**config.mk**
```make
export PLATFORM = sky130hd
export DESIGN_NAME = multi_slot_software_timer_table_core
export DESIGN_NICKNAME = d
export VERILOG_FILES = /design/src/mstt_pkg.sv /design/src/mstt_front.sv /design/src/mstt_queue.sv /design/src/mstt_back.sv /design/src/multi_slot_software_timer_table_core.sv
export SDC_FILE = /design/constraint.sdc
export NUM_CORES = 2
export LEC_CHECK = 0
export ABC_AREA = 1
export BUFFER_PORTS_ARGS = -buffer_cell sky130_fd_sc_hd__clkbuf_2
export CORE_UTILIZATION = 40
export DETAILED_ROUTE_END_ITERATION = 12
export SETUP_SLACK_MARGIN = 0.2
export SYNTH_ARGS = -nofsm -noshare
export SYNTH_HDL_FRONTEND = slang
export SYNTH_SLANG_ARGS = --single-unit
```
**constraint.sdc**
```tcl
create_clock -name clk -period 9.45 [get_ports clk]
set_input_delay 1.89 -clock clk [delete_from_list [all_inputs] [get_ports clk]]
set_output_delay 1.89 -clock clk [all_outputs]
set_load 0.05 [all_outputs]
```
**src/mstt_pkg.sv**
```systemverilog
`timescale 1ns / 1ps
package mstt_pkg;

  localparam int SLOT_COUNT_DEF  = 16;
  localparam int HANDLE_BITS_DEF = 16;
  localparam int MAX_RESULTS     = 16;
  localparam int CNT_W           = $clog2(MAX_RESULTS + 1);
  localparam int QUEUE_DEPTH     = 2;

  localparam logic [2:0] MODE_TICK      = 3'd0;
  localparam logic [2:0] MODE_START_PER = 3'd1;
  localparam logic [2:0] MODE_START_ONE = 3'd2;
  localparam logic [2:0] MODE_RESTART   = 3'd3;
  localparam logic [2:0] MODE_STOP      = 3'd4;

  localparam logic KIND_REPLY  = 1'b0;
  localparam logic KIND_EXPIRY = 1'b1;

  typedef enum logic [2:0] {
    CMD_TICK,
    CMD_START,
    CMD_RESTART,
    CMD_STOP,
    CMD_REFUSE
  } cmd_kind_t;

  typedef struct packed {
    logic [2:0]  mode;
    logic [15:0] timer_handle;
    logic [31:0] user_tag;
    logic [31:0] period_ticks;
  } in_item_t;

  typedef struct packed {
    logic        kind;
    logic        ok;
    logic [3:0]  slot_index;
    logic [15:0] out_handle;
    logic [31:0] out_tag;
    logic        last_of_run;
  } res_t;

  typedef struct packed {
    cmd_kind_t   kind;
    logic        reload;
    logic [15:0] handle;
    logic [31:0] tag;
    logic [31:0] period;
  } cmd_t;

endpackage

```
**src/mstt_front.sv**
```systemverilog
`timescale 1ns / 1ps
module mstt_front #(
  parameter int HANDLE_BITS = mstt_pkg::HANDLE_BITS_DEF
) (
  input  logic               clk,
  input  logic               rst_n,
  input  logic               start,
  input  mstt_pkg::in_item_t in_item,
  output logic               busy,
  input  logic               q_full,
  output logic               q_push,
  output mstt_pkg::cmd_t     q_wdata
);
  import mstt_pkg::*;

  localparam logic [15:0] HandleMask = (HANDLE_BITS >= 16) ? 16'hFFFF :
                                       16'((32'd1 << HANDLE_BITS) - 32'd1);

  logic  front_vld_r, front_vld_nxt;
  cmd_t  front_cmd_r, front_cmd_nxt;
  cmd_t  cls_cmd;
  logic  cls_keep;
  logic  take;
  logic  [15:0] handle_m;

  assign q_push  = front_vld_r && !q_full;
  assign q_wdata = front_cmd_r;
  assign busy    = front_vld_r && q_full;
  assign take    = start && !busy;
  assign handle_m = in_item.timer_handle & HandleMask;

  always_comb begin
    cls_keep       = 1'b1;
    cls_cmd.kind   = CMD_TICK;
    cls_cmd.reload = 1'b0;
    cls_cmd.handle = handle_m;
    cls_cmd.tag    = in_item.user_tag;
    cls_cmd.period = in_item.period_ticks;
    case (in_item.mode)
      MODE_TICK:      cls_cmd.kind = CMD_TICK;
      MODE_START_PER: begin
        cls_cmd.kind   = CMD_START;
        cls_cmd.reload = 1'b1;
      end
      MODE_START_ONE: cls_cmd.kind = CMD_START;
      MODE_RESTART:   cls_cmd.kind = CMD_RESTART;
      MODE_STOP:      cls_cmd.kind = CMD_STOP;
      default:        cls_keep = 1'b0;
    endcase
    // null handle on any command but a tick is refused without touching the table
    if (in_item.mode != MODE_TICK && handle_m == 16'd0) begin
      cls_cmd.kind = CMD_REFUSE;
    end
  end

  always_comb begin
    front_vld_nxt = front_vld_r && !q_push;
    front_cmd_nxt = front_cmd_r;
    if (take && cls_keep) begin
      front_vld_nxt = 1'b1;
      front_cmd_nxt = cls_cmd;
    end
  end

  always_ff @(posedge clk) begin
    if (!rst_n) begin
      front_vld_r <= 1'b0;
    end else begin
      front_vld_r <= front_vld_nxt;
    end
    front_cmd_r <= front_cmd_nxt;
  end

endmodule

```
**src/mstt_queue.sv**
```systemverilog
`timescale 1ns / 1ps
module mstt_queue (
  input  logic           clk,
  input  logic           rst_n,
  input  logic           push,
  input  mstt_pkg::cmd_t wdata,
  input  logic           pop,
  output mstt_pkg::cmd_t rdata,
  output logic           full,
  output logic           empty
);
  import mstt_pkg::*;

  localparam int PtrW = (QUEUE_DEPTH > 1) ? $clog2(QUEUE_DEPTH) : 1;

  cmd_t             q_mem_r [QUEUE_DEPTH];
  logic [PtrW-1:0]  wr_ptr_r, wr_ptr_nxt;
  logic [PtrW-1:0]  rd_ptr_r, rd_ptr_nxt;
  logic [PtrW:0]    cnt_r, cnt_nxt;
  logic             do_push, do_pop;

  assign full    = (cnt_r == (PtrW + 1)'(QUEUE_DEPTH));
  assign empty   = (cnt_r == '0);
  assign rdata   = q_mem_r[rd_ptr_r];
  assign do_push = push && !full;
  assign do_pop  = pop && !empty;

  always_comb begin
    wr_ptr_nxt = wr_ptr_r;
    rd_ptr_nxt = rd_ptr_r;
    cnt_nxt    = cnt_r;
    if (do_push) begin
      wr_ptr_nxt = (wr_ptr_r == PtrW'(QUEUE_DEPTH - 1)) ? '0 : wr_ptr_r + 1'b1;
    end
    if (do_pop) begin
      rd_ptr_nxt = (rd_ptr_r == PtrW'(QUEUE_DEPTH - 1)) ? '0 : rd_ptr_r + 1'b1;
    end
    if (do_push && !do_pop) begin
      cnt_nxt = cnt_r + 1'b1;
    end else if (do_pop && !do_push) begin
      cnt_nxt = cnt_r - 1'b1;
    end
  end

  always_ff @(posedge clk) begin
    if (!rst_n) begin
      wr_ptr_r <= '0;
      rd_ptr_r <= '0;
      cnt_r    <= '0;
    end else begin
      wr_ptr_r <= wr_ptr_nxt;
      rd_ptr_r <= rd_ptr_nxt;
      cnt_r    <= cnt_nxt;
    end
    if (do_push) begin
      q_mem_r[wr_ptr_r] <= wdata;
    end
  end

endmodule

```
**src/mstt_back.sv**
```systemverilog
`timescale 1ns / 1ps
module mstt_back #(
  parameter int SLOT_COUNT  = mstt_pkg::SLOT_COUNT_DEF,
  parameter int HANDLE_BITS = mstt_pkg::HANDLE_BITS_DEF
) (
  input  logic           clk,
  input  logic           rst_n,
  input  logic           q_empty,
  input  mstt_pkg::cmd_t q_rdata,
  output logic           q_pop,
  output logic           out_valid,
  output mstt_pkg::res_t out_item
);
  import mstt_pkg::*;

  localparam int IdxW    = (SLOT_COUNT > 1) ? $clog2(SLOT_COUNT) : 1;
  localparam int HandleW = (HANDLE_BITS < 16) ? HANDLE_BITS : 16;

  typedef struct packed {
    logic [HandleW-1:0] handle;
    logic [31:0]        tag;
    logic [31:0]        period;
    logic [31:0]        remain;
    logic               reload;
  } slot_t;

  typedef enum logic [1:0] {
    S_IDLE,
    S_WALK,
    S_FLUSH
  } state_t;

  localparam res_t FailReply = '{kind: KIND_REPLY, ok: 1'b0, slot_index: 4'd0,
                                 out_handle: 16'd0, out_tag: 32'd0,
                                 last_of_run: 1'b1};

  // slot table: one write and one read port, read data registered
  slot_t mem [SLOT_COUNT];
  slot_t rd_data_r;
  logic  rd_live_r;
  logic  [IdxW-1:0] rd_addr;
  logic  mem_we;
  slot_t mem_wdata;

  state_t            state_r, state_nxt;
  cmd_t              cmd_r, cmd_nxt;
  logic [IdxW:0]     rd_idx_r, rd_idx_nxt;
  logic              ex_vld_r, ex_vld_nxt;
  logic [IdxW-1:0]   ex_idx_r, ex_idx_nxt;
  logic [SLOT_COUNT-1:0] slot_valid_r, slot_valid_nxt;
  logic              hold_vld_r, hold_vld_nxt;
  res_t              hold_r, hold_nxt;
  logic [CNT_W-1:0]  cnt_r, cnt_nxt;
  logic              out_vld_r, out_vld_nxt;
  res_t              out_res_r, out_res_nxt;

  slot_t             ent;
  logic              is_last;
  logic              match;
  logic [31:0]       dec;
  logic              new_exp;
  res_t              hit_res;

  assign out_valid = out_vld_r;
  assign out_item  = out_res_r;
  assign rd_addr   = rd_idx_r[IdxW-1:0];

  always_comb begin
    // a slot without its valid flag reads as the cleared entry
    ent     = rd_live_r ? rd_data_r : '0;
    is_last = (ex_idx_r == IdxW'(SLOT_COUNT - 1));
    match   = rd_live_r && (ent.handle == cmd_r.handle[HandleW-1:0]);
    dec     = ent.remain - 32'd1;
    hit_res.kind        = KIND_REPLY;
    hit_res.ok          = 1'b1;
    hit_res.slot_index  = 4'(ex_idx_r);
    hit_res.out_handle  = 16'(ent.handle);
    hit_res.out_tag     = ent.tag;
    hit_res.last_of_run = 1'b1;

    state_nxt      = state_r;
    cmd_nxt        = cmd_r;
    rd_idx_nxt     = rd_idx_r;
    ex_vld_nxt     = 1'b0;
    ex_idx_nxt     = ex_idx_r;
    slot_valid_nxt = slot_valid_r;
    hold_vld_nxt   = hold_vld_r;
    hold_nxt       = hold_r;
    cnt_nxt        = cnt_r;
    out_vld_nxt    = 1'b0;
    out_res_nxt    = out_res_r;
    q_pop          = 1'b0;
    mem_we         = 1'b0;
    mem_wdata      = ent;
    new_exp        = 1'b0;

    case (state_r)
      S_IDLE: begin
        if (!q_empty) begin
          q_pop        = 1'b1;
          cmd_nxt      = q_rdata;
          rd_idx_nxt   = '0;
          hold_vld_nxt = 1'b0;
          cnt_nxt      = '0;
          if (q_rdata.kind == CMD_REFUSE) begin
            out_vld_nxt = 1'b1;
            out_res_nxt = FailReply;
          end else begin
            state_nxt = S_WALK;
          end
        end
      end

      S_WALK: begin
        if (rd_idx_r < (IdxW + 1)'(SLOT_COUNT)) begin
          ex_vld_nxt = 1'b1;
          ex_idx_nxt = rd_idx_r[IdxW-1:0];
          rd_idx_nxt = rd_idx_r + 1'b1;
        end
        if (ex_vld_r) begin
          case (cmd_r.kind)
            CMD_START: begin
              if (!rd_live_r) begin
                mem_we           = 1'b1;
                mem_wdata.handle = cmd_r.handle[HandleW-1:0];
                mem_wdata.tag    = cmd_r.tag;
                mem_wdata.period = cmd_r.period;
                mem_wdata.remain = cmd_r.period;
                mem_wdata.reload = cmd_r.reload;
                slot_valid_nxt[ex_idx_r] = 1'b1;
                out_vld_nxt = 1'b1;
                out_res_nxt = hit_res;
                out_res_nxt.out_handle = 16'(cmd_r.handle[HandleW-1:0]);
                out_res_nxt.out_tag    = cmd_r.tag;
                ex_vld_nxt  = 1'b0;
                state_nxt   = S_IDLE;
              end else if (is_last) begin
                out_vld_nxt = 1'b1;
                out_res_nxt = FailReply;
                ex_vld_nxt  = 1'b0;
                state_nxt   = S_IDLE;
              end
            end

            CMD_RESTART: begin
              if (match) begin
                mem_we           = 1'b1;
                mem_wdata.remain = ent.period;
                out_vld_nxt = 1'b1;
                out_res_nxt = hit_res;
                ex_vld_nxt  = 1'b0;
                state_nxt   = S_IDLE;
              end else if (is_last) begin
                out_vld_nxt = 1'b1;
                out_res_nxt = FailReply;
                ex_vld_nxt  = 1'b0;
                state_nxt   = S_IDLE;
              end
            end

            CMD_STOP: begin
              if (match) begin
                slot_valid_nxt[ex_idx_r] = 1'b0;
                if (!hold_vld_r) begin
                  hold_vld_nxt = 1'b1;
                  hold_nxt     = hit_res;
                end
              end
              if (is_last) begin
                out_vld_nxt = 1'b1;
                if (hold_vld_r) begin
                  out_res_nxt = hold_r;
                end else if (match) begin
                  out_res_nxt = hit_res;
                end else begin
                  out_res_nxt = FailReply;
                end
                hold_vld_nxt = 1'b0;
                ex_vld_nxt   = 1'b0;
                state_nxt    = S_IDLE;
              end
            end

            CMD_TICK: begin
              if (rd_live_r && ent.remain != 32'd0) begin
                mem_we = 1'b1;
                mem_wdata.remain = dec;
                if (dec == 32'd0) begin
                  if (ent.reload) begin
                    mem_wdata.remain = ent.period;
                  end
                  if (cnt_r < CNT_W'(MAX_RESULTS)) begin
                    new_exp = 1'b1;
                    cnt_nxt = cnt_r + 1'b1;
                  end
                end
              end
              // one expiry is held back so the final one can carry last_of_run
              if (new_exp) begin
                hold_nxt      = hit_res;
                hold_nxt.kind = KIND_EXPIRY;
                hold_vld_nxt  = 1'b1;
                if (hold_vld_r) begin
                  out_vld_nxt = 1'b1;
                  out_res_nxt = hold_r;
                  out_res_nxt.last_of_run = 1'b0;
                end
              end
              if (is_last) begin
                ex_vld_nxt = 1'b0;
                if (new_exp && hold_vld_r) begin
                  state_nxt = S_FLUSH;
                end else if (new_exp) begin
                  out_vld_nxt = 1'b1;
                  out_res_nxt = hold_nxt;
                  hold_vld_nxt = 1'b0;
                  state_nxt = S_IDLE;
                end else if (hold_vld_r) begin
                  out_vld_nxt = 1'b1;
                  out_res_nxt = hold_r;
                  hold_vld_nxt = 1'b0;
                  state_nxt = S_IDLE;
                end else begin
                  state_nxt = S_IDLE;
                end
              end
            end

            default: begin
              ex_vld_nxt = 1'b0;
              state_nxt  = S_IDLE;
            end
          endcase
        end
      end

      S_FLUSH: begin
        out_vld_nxt  = 1'b1;
        out_res_nxt  = hold_r;
        hold_vld_nxt = 1'b0;
        state_nxt    = S_IDLE;
      end

      default: begin
        state_nxt = S_IDLE;
      end
    endcase
  end

  always_ff @(posedge clk) begin
    if (!rst_n) begin
      state_r      <= S_IDLE;
      ex_vld_r     <= 1'b0;
      slot_valid_r <= '0;
      hold_vld_r   <= 1'b0;
      out_vld_r    <= 1'b0;
    end else begin
      state_r      <= state_nxt;
      ex_vld_r     <= ex_vld_nxt;
      slot_valid_r <= slot_valid_nxt;
      hold_vld_r   <= hold_vld_nxt;
      out_vld_r    <= out_vld_nxt;
    end
    cmd_r     <= cmd_nxt;
    rd_idx_r  <= rd_idx_nxt;
    ex_idx_r  <= ex_idx_nxt;
    hold_r    <= hold_nxt;
    cnt_r     <= cnt_nxt;
    out_res_r <= out_res_nxt;
  end

  always_ff @(posedge clk) begin
    if (mem_we) begin
      mem[ex_idx_r] <= mem_wdata;
    end
    rd_data_r <= mem[rd_addr];
    rd_live_r <= slot_valid_r[rd_addr];
  end

endmodule

```
**src/multi_slot_software_timer_table_core.sv**
```systemverilog
`timescale 1ns / 1ps
// With the back end idle, a refused command is answered from idle without a walk; other
// commands and ticks walk the slot memory one slot a cycle, a start or restart ending at
// its answer. A tick's last expiry goes out from a flush state when the last slot expires
// behind an earlier expiry. The back end takes a new item only once done with the last;
// the queue holds two more items and the front a third.
// Reset: synchronous, active low; slot valid flags clear at once, so no clearing pass.
module multi_slot_software_timer_table_core #(
  parameter int SLOT_COUNT  = mstt_pkg::SLOT_COUNT_DEF,
  parameter int HANDLE_BITS = mstt_pkg::HANDLE_BITS_DEF
) (
  input  logic               clk,
  input  logic               rst_n,
  input  logic               start,
  input  mstt_pkg::in_item_t in_item,
  output logic               busy,
  output logic               out_valid,
  output mstt_pkg::res_t     out_item
);
  import mstt_pkg::*;

  logic q_push, q_pop, q_full, q_empty;
  cmd_t q_wdata, q_rdata;

  mstt_front #(
    .HANDLE_BITS(HANDLE_BITS)
  ) u_front (
    .clk     (clk),
    .rst_n   (rst_n),
    .start   (start),
    .in_item (in_item),
    .busy    (busy),
    .q_full  (q_full),
    .q_push  (q_push),
    .q_wdata (q_wdata)
  );

  mstt_queue u_queue (
    .clk   (clk),
    .rst_n (rst_n),
    .push  (q_push),
    .wdata (q_wdata),
    .pop   (q_pop),
    .rdata (q_rdata),
    .full  (q_full),
    .empty (q_empty)
  );

  mstt_back #(
    .SLOT_COUNT  (SLOT_COUNT),
    .HANDLE_BITS (HANDLE_BITS)
  ) u_back (
    .clk       (clk),
    .rst_n     (rst_n),
    .q_empty   (q_empty),
    .q_rdata   (q_rdata),
    .q_pop     (q_pop),
    .out_valid (out_valid),
    .out_item  (out_item)
  );

endmodule

```
Yosys cells after proc, flatten, opt, wreduce, memory -nomap -nowiden
Memory sizes are Yosys's and may differ from the RTL's. A register that Yosys moved wholly into a read port is not among the register bits.
Cells that the tools add are included.
Cells by class
  magnitude comparators: 5
  reduce and logical (&&, ||, !) cells: 46
  equal/unequal tests: 30
  muxes and demuxes: 117
  bitwise gates (word level): 4
  add/sub/neg operators: 7
Operators by type and width (number)
  $mux 55: 17
  $mux 113: 4
  $pmux 55 s4: 1
  $pmux 55 s3: 1
  $mux 32: 4
  $pmux 55 s2: 1
  $pmux 32 s3: 1
  $mux 80: 1
  $mux 54: 1
  $mux 1: 53
  $mux 5: 7
  $logic_not 32->1: 1
  $mux 16: 2
  $pmux 16 s2: 1
  $reduce_bool 32->1: 1
  $sub 32x1->32 const B: 1
  $mux 2: 10
  $pmux 5 s2: 2
  $and 16x16->16: 1
  $eq 16x16->1: 1
  $logic_not 16->1: 1
  $ne 2x1->1 const B: 8
  $not 16->16: 1
  $or 16x16->16: 1
  40 further kinds: 87
Word-level totals
  register bits: 319
  RAM bits: 1976
  logic and storage cells: 246
  memories: 2
Memories
  u_back.mem: depth 16, bits a word 113, read ports 1, clocked after Yosys merged registers in 1, write ports 1, RTL line mstt_back.sv:38  | slot_t mem [SLOT_COUNT];
  u_queue.q_mem_r: depth 2, bits a word 84, read ports 1, clocked after Yosys merged registers in 1, write ports 1, RTL line mstt_queue.sv:16  | cmd_t q_mem_r [QUEUE_DEPTH];

Longest topological paths before layout
  depth in word-level cells: 16
  gate-level depth with buffers: 25
  gate-level depth less buffers: 22

Modules after synthesis
A second synthesis with hierarchy kept.
Unflattened totals
  cells, all modules: 8427
  area total of the unflattened synthesis: 99838.3 um^2
Modules (own cells, without submodules)
  mstt_back: area each 90595.6 um^2, cells an instance 8006, instances 1, sequential area each 63240.7 um^2
  mstt_queue: area each 6546.3 um^2, cells an instance 299, instances 1, sequential area each 5144.9 um^2
  mstt_front: area each 2696.3 um^2, cells an instance 122, instances 1, sequential area each 2542.4 um^2

Least setup slack after synthesis
Ideal clock, no wire load.
  kind: flip-flop to flip-flop
  from: reg u_back.rd_live_r
  to: mem u_back.mem[7][0] (netlist bit), enable pin
  stages on the path, launching flop included: 13
  arrival: 9.755 ns
  clock period less this slack: 10.480 ns
  path slack: -1.030 ns
  cells stage by stage: dfxtp_1 buf_6 buf_6 buf_8 buf_6 buf_6 nand2_1 xnor2_1 nor4_4 nand3_4 nor2_4 o31ai_2 nor3_1
Between the ends
  longest elaborated chain between the ends: 9
  elaborated cells between the ends (all ways): 13
  those cells by class: 1 x eq/ne; 9 x mux; 3 x reduce/logical
Ends and longest elaborated chain
  from (decl): RTL line mstt_back.sv:40  | logic rd_live_r;
  from (signal assigned): RTL line mstt_back.sv:277  | rd_live_r <= slot_valid_r[rd_addr];
  $mux 113: RTL line mstt_back.sv:70  | ent = rd_live_r ? rd_data_r : '0;
  $reduce_bool 32->1 / $eq 16x16->1 (equally long branches): RTL line mstt_back.sv:185, mstt_back.sv:72
  $logic_and 1x1->1, on equally long branches: RTL line mstt_back.sv:185, mstt_back.sv:72
  $mux 1, on equally long branches: RTL line mstt_back.sv:185, mstt_back.sv:146
  $pmux 1 s3 (*): RTL line mstt_back.sv:121  | case (cmd_r.kind)
  $mux 1 (*): RTL line mstt_back.sv:120  | if (ex_vld_r) begin
  $mux 1 (*): RTL line mstt_back.sv:97  | case (state_r)
  $mux 1 (*): RTL line mstt_back.sv:273  | if (mem_we) begin
  $mux 1 (implied by the code) (*): RTL line mstt_back.sv:274  | mem[ex_idx_r] <= mem_wdata;
  to (decl): RTL line mstt_back.sv:38
Every way passes the cells marked *; elsewhere a longest branch is shown, timed or not.

==> reports/metrics.cfg <==
[timing]
period_share_pct=69.3
fmax_mhz=153
fin_skew_ps=62.8
drv_slew=0
relSlewSlack_pct=4.00
timing.final.crit_period_ps=6550
finalSetupTns_ps=0
rsz0062_at_grt=no
fin_ws_ps=2900
whs_ps=438
tightest_slew_ps=1440
final_hold_viol_count=0
setup-violations-final=0

[finish]
instances_no_fill=12000
nets=8598
drive_gt1_share_pct=10.4
fill_cells=22400
syn_to_final_growth_pct=12.6

[grt]
antenna_found_initial=2
grt_max_degree=215
grt_pass1_vias=68200
grt-ovfl-total=0
grt_pass1_wl_microns=441000
gr-usage-all-layers_pct=23.3

[place]
dp.final_hpwl_microns=157000
port_buffers=142
dpl.cell_count=11600
place_ws_ps=3070
gp_congestion=0.904

[synth]
ys_top_cells_by_count=2268 x edfxtp_1, 1209 x nand2_1, 1153 x nor2_1, 1118 x o21ai_0, 510 x clkbuf_1
synth_top_area_share_pct=68.1
syn_area_sq_um=100000
synth.distinct_cells=54
synth_fp_nets=8599
synth_top_area_cell=edfxtp_1
synth_edf_count=2268
yosysWarnings=0
synthArstFlopShare_pct=0
synth_cells=8504
ys_top_cells_by_area=edfxtp_1 68%, o21ai_0 5.6%, nand2_1 4.5%
synth-main-ff-cell=edfxtp_1
ys_seq_elements=2409
syn_area_per_cell_sq_um=11.8
ys_seq_area_share_pct=70.9
yosysMostFrequentCell=edfxtp_1

[pwr]
leakage_uw=0.0382
power_density_nw_per_um2=313
p_total_uw=35200
vdd_drop_max_mv=0.296

[worst_setup_path]
setup.worst_path.start=u_back.rd_live_r
setup.worst_path.end=u_back.mem[6][29]
worstReg2RegEnd=u_back.mem[6][29]
r2r_slack_ps=2900
cp_data_arrival_time_ps=7050
required_ps=9950
critPathKind=reg -> reg
worst-r2r-cell-count=20
path_max_fanout=52
worst_setup_path_start_kind=flop
end_kind=flop
r2r_start=u_back.rd_live_r

[clock_network]
hold_buffers=0
h-tree-depth=4
cts.sinks=2409
clockRootBuffer=clkbuf_16
cts-buffers-inserted=237
path_clk_slew_ps=60
cts_setup_buffers=0
clock_tree.buffer_depth=3
clock_latency_ps=910
cts_tree=done
cts_resized=0

[floorplan]
coreArea_sq_um=249000
pin_count=143
die_w_microns=502
die_y_microns=502
die-area_sq_um=252000
start_util_pct=40.2
fp-row-count=183

[routing]
routed_wl_microns=299000
firstDrtPassIters=6
vias=70200
viasPerCell=5.83
wire_per_inst_microns=24.9
drt-initial-drc-count=8748
drc=0
antenna_left=0

[worst_hold_path]
hp-start=u_front.q_wdata[59]
hold_class=reg -> reg

[flow_run]
maxCapViolations=0

[status]
status=completed

==> how the worst min path moves through the flow <==
stage,to,cells after the start
6_report,u_queue.q_mem_r[1][59],0
5_1_grt,u_queue.q_mem_r[1][45],0
4_1_cts,u_queue.q_mem_r[1][59],0
3_5_place_dp,u_queue.q_mem_r[0][52],0
3_3_place_gp,u_queue.q_mem_r[0][36],0
2_1_floorplan,u_queue.q_mem_r[0][0],0
==> layout make-up <==
type                       count  area, sq um  area share [%]
clock inverter               113         1430            1.27
sequential                  2409        70900            63.0
timing repair buffer         352         2470            2.20
multi-input combinational   5216        25900            23.0
tap                         3330         4170            3.70
clock buffer                 334         6570            5.83
antenna                        2         5.00         0.00445
inverter                     287         1110           0.988
==> registers in the layout, indices dropped and copies added (netlist names), 2 cells and up, named ones only <==
| register | cells |
|---|---|
| u_back.cmd_r | 84 |
| u_back.cnt_r | 5 |
| u_back.ex_idx_r | 4 |
| u_back.hold_r | 55 |
| u_back.mem | 1808 |
| u_back.out_item | 55 |
| u_back.rd_data_r | 113 |
| u_back.rd_idx_r | 5 |
| u_back.state_r | 2 |
| u_front.q_wdata | 84 |
| u_queue.cnt_r | 2 |
| u_queue.q_mem_r | 168 |
==> cells by family after synthesis <==
group           count (synthesis)  synth area share, %
mux                            83                0.933
fa+ha+maj                       9                0.113
flops                        2409                 70.9
compound gates               2065                 11.8
xor+xnor                       12                0.105
buf+inv                       879                 3.43
simple gates                 3047                 12.7
==> power by group <==
| part | internal [uW] | leakage, uW | total, uW | switching [uW] |
|---|---|---|---|---|
| sequential | 13200 | 0.0221 | 13800 | 589 |
| clock | 5590 | 0.00389 | 9660 | 4070 |
| combinational | 3000 | 0.0122 | 11700 | 8730 |
| total | 21800 | 0.0382 | 35200 | 13400 |
==> placed cells by master (no fill, tap or decap), types with 27 or more instances in the layout <==
cell       Yosys  layout
edfxtp_1    2268    2268
nand2_1     1209    1208
nor2_1      1153    1132
o21ai_0     1118    1117
nand3_1      403     403
o22ai_1      283     283
inv_1        270     265
a21oi_1      261     260
clkbuf_16      0     238
buf_4          6     195
o221ai_1     188     188
nand4_1      145     145
clkbuf_2       0     142
dfxtp_1      141     138
mux2_2        82      82
clkbuf_1     510      71
a31oi_1       51      51
o21ai_1       49      50
o211ai_1      50      50
nor3_1        55      49
clkinv_2       0      38
nor2_4         7      29
clkinv_1       6      28
bufinv_16      0      27
==> layer usage <==
| layer | track usage, % | part of all wire (%) | vias to the layer above | wire [microns] |
|---|---|---|---|---|
| li1 | - | - | 31000 | - |
| met1 | 31.7 | 41 | 34800 | 123000 |
| met2 | 37.0 | 46 | 3614 | 139000 |
| met3 | 3.48 | 8.3 | 664 | 25000 |
| met4 | 9.89 | 4.1 | 0 | 12400 |
| met5 | 0 | 0 | - | 0 |
==> through the flow <==
step	cell area, sq um	utilization (%)
after global routing	113000	45.3
final	113000	45.3
after floorplan	100000	-
after detailed placement	105000	42.1
after global placement	105000	42.0
after CTS	113000	45.3
==> worst max-delay path: stages (launching register included) <==
cell,delay (ps)
dfxtp_4,870
buf_4,700
nand2_1,370
nand2_1,180
nor2_1,70
nand2_1,80
nor2_1,50
nand2_1,50
nand2_1,50
nand2_1,180
nand2_1,70
nor2_1,190
nand3_1,150
nor2_4,100
buf_4,670
nand2_1,740
inv_1,410
nand2_1,90
nand2_1,70
nand3_1,60
a22oi_1,890
Note: power is estimated with default switching activity, not from simulation.
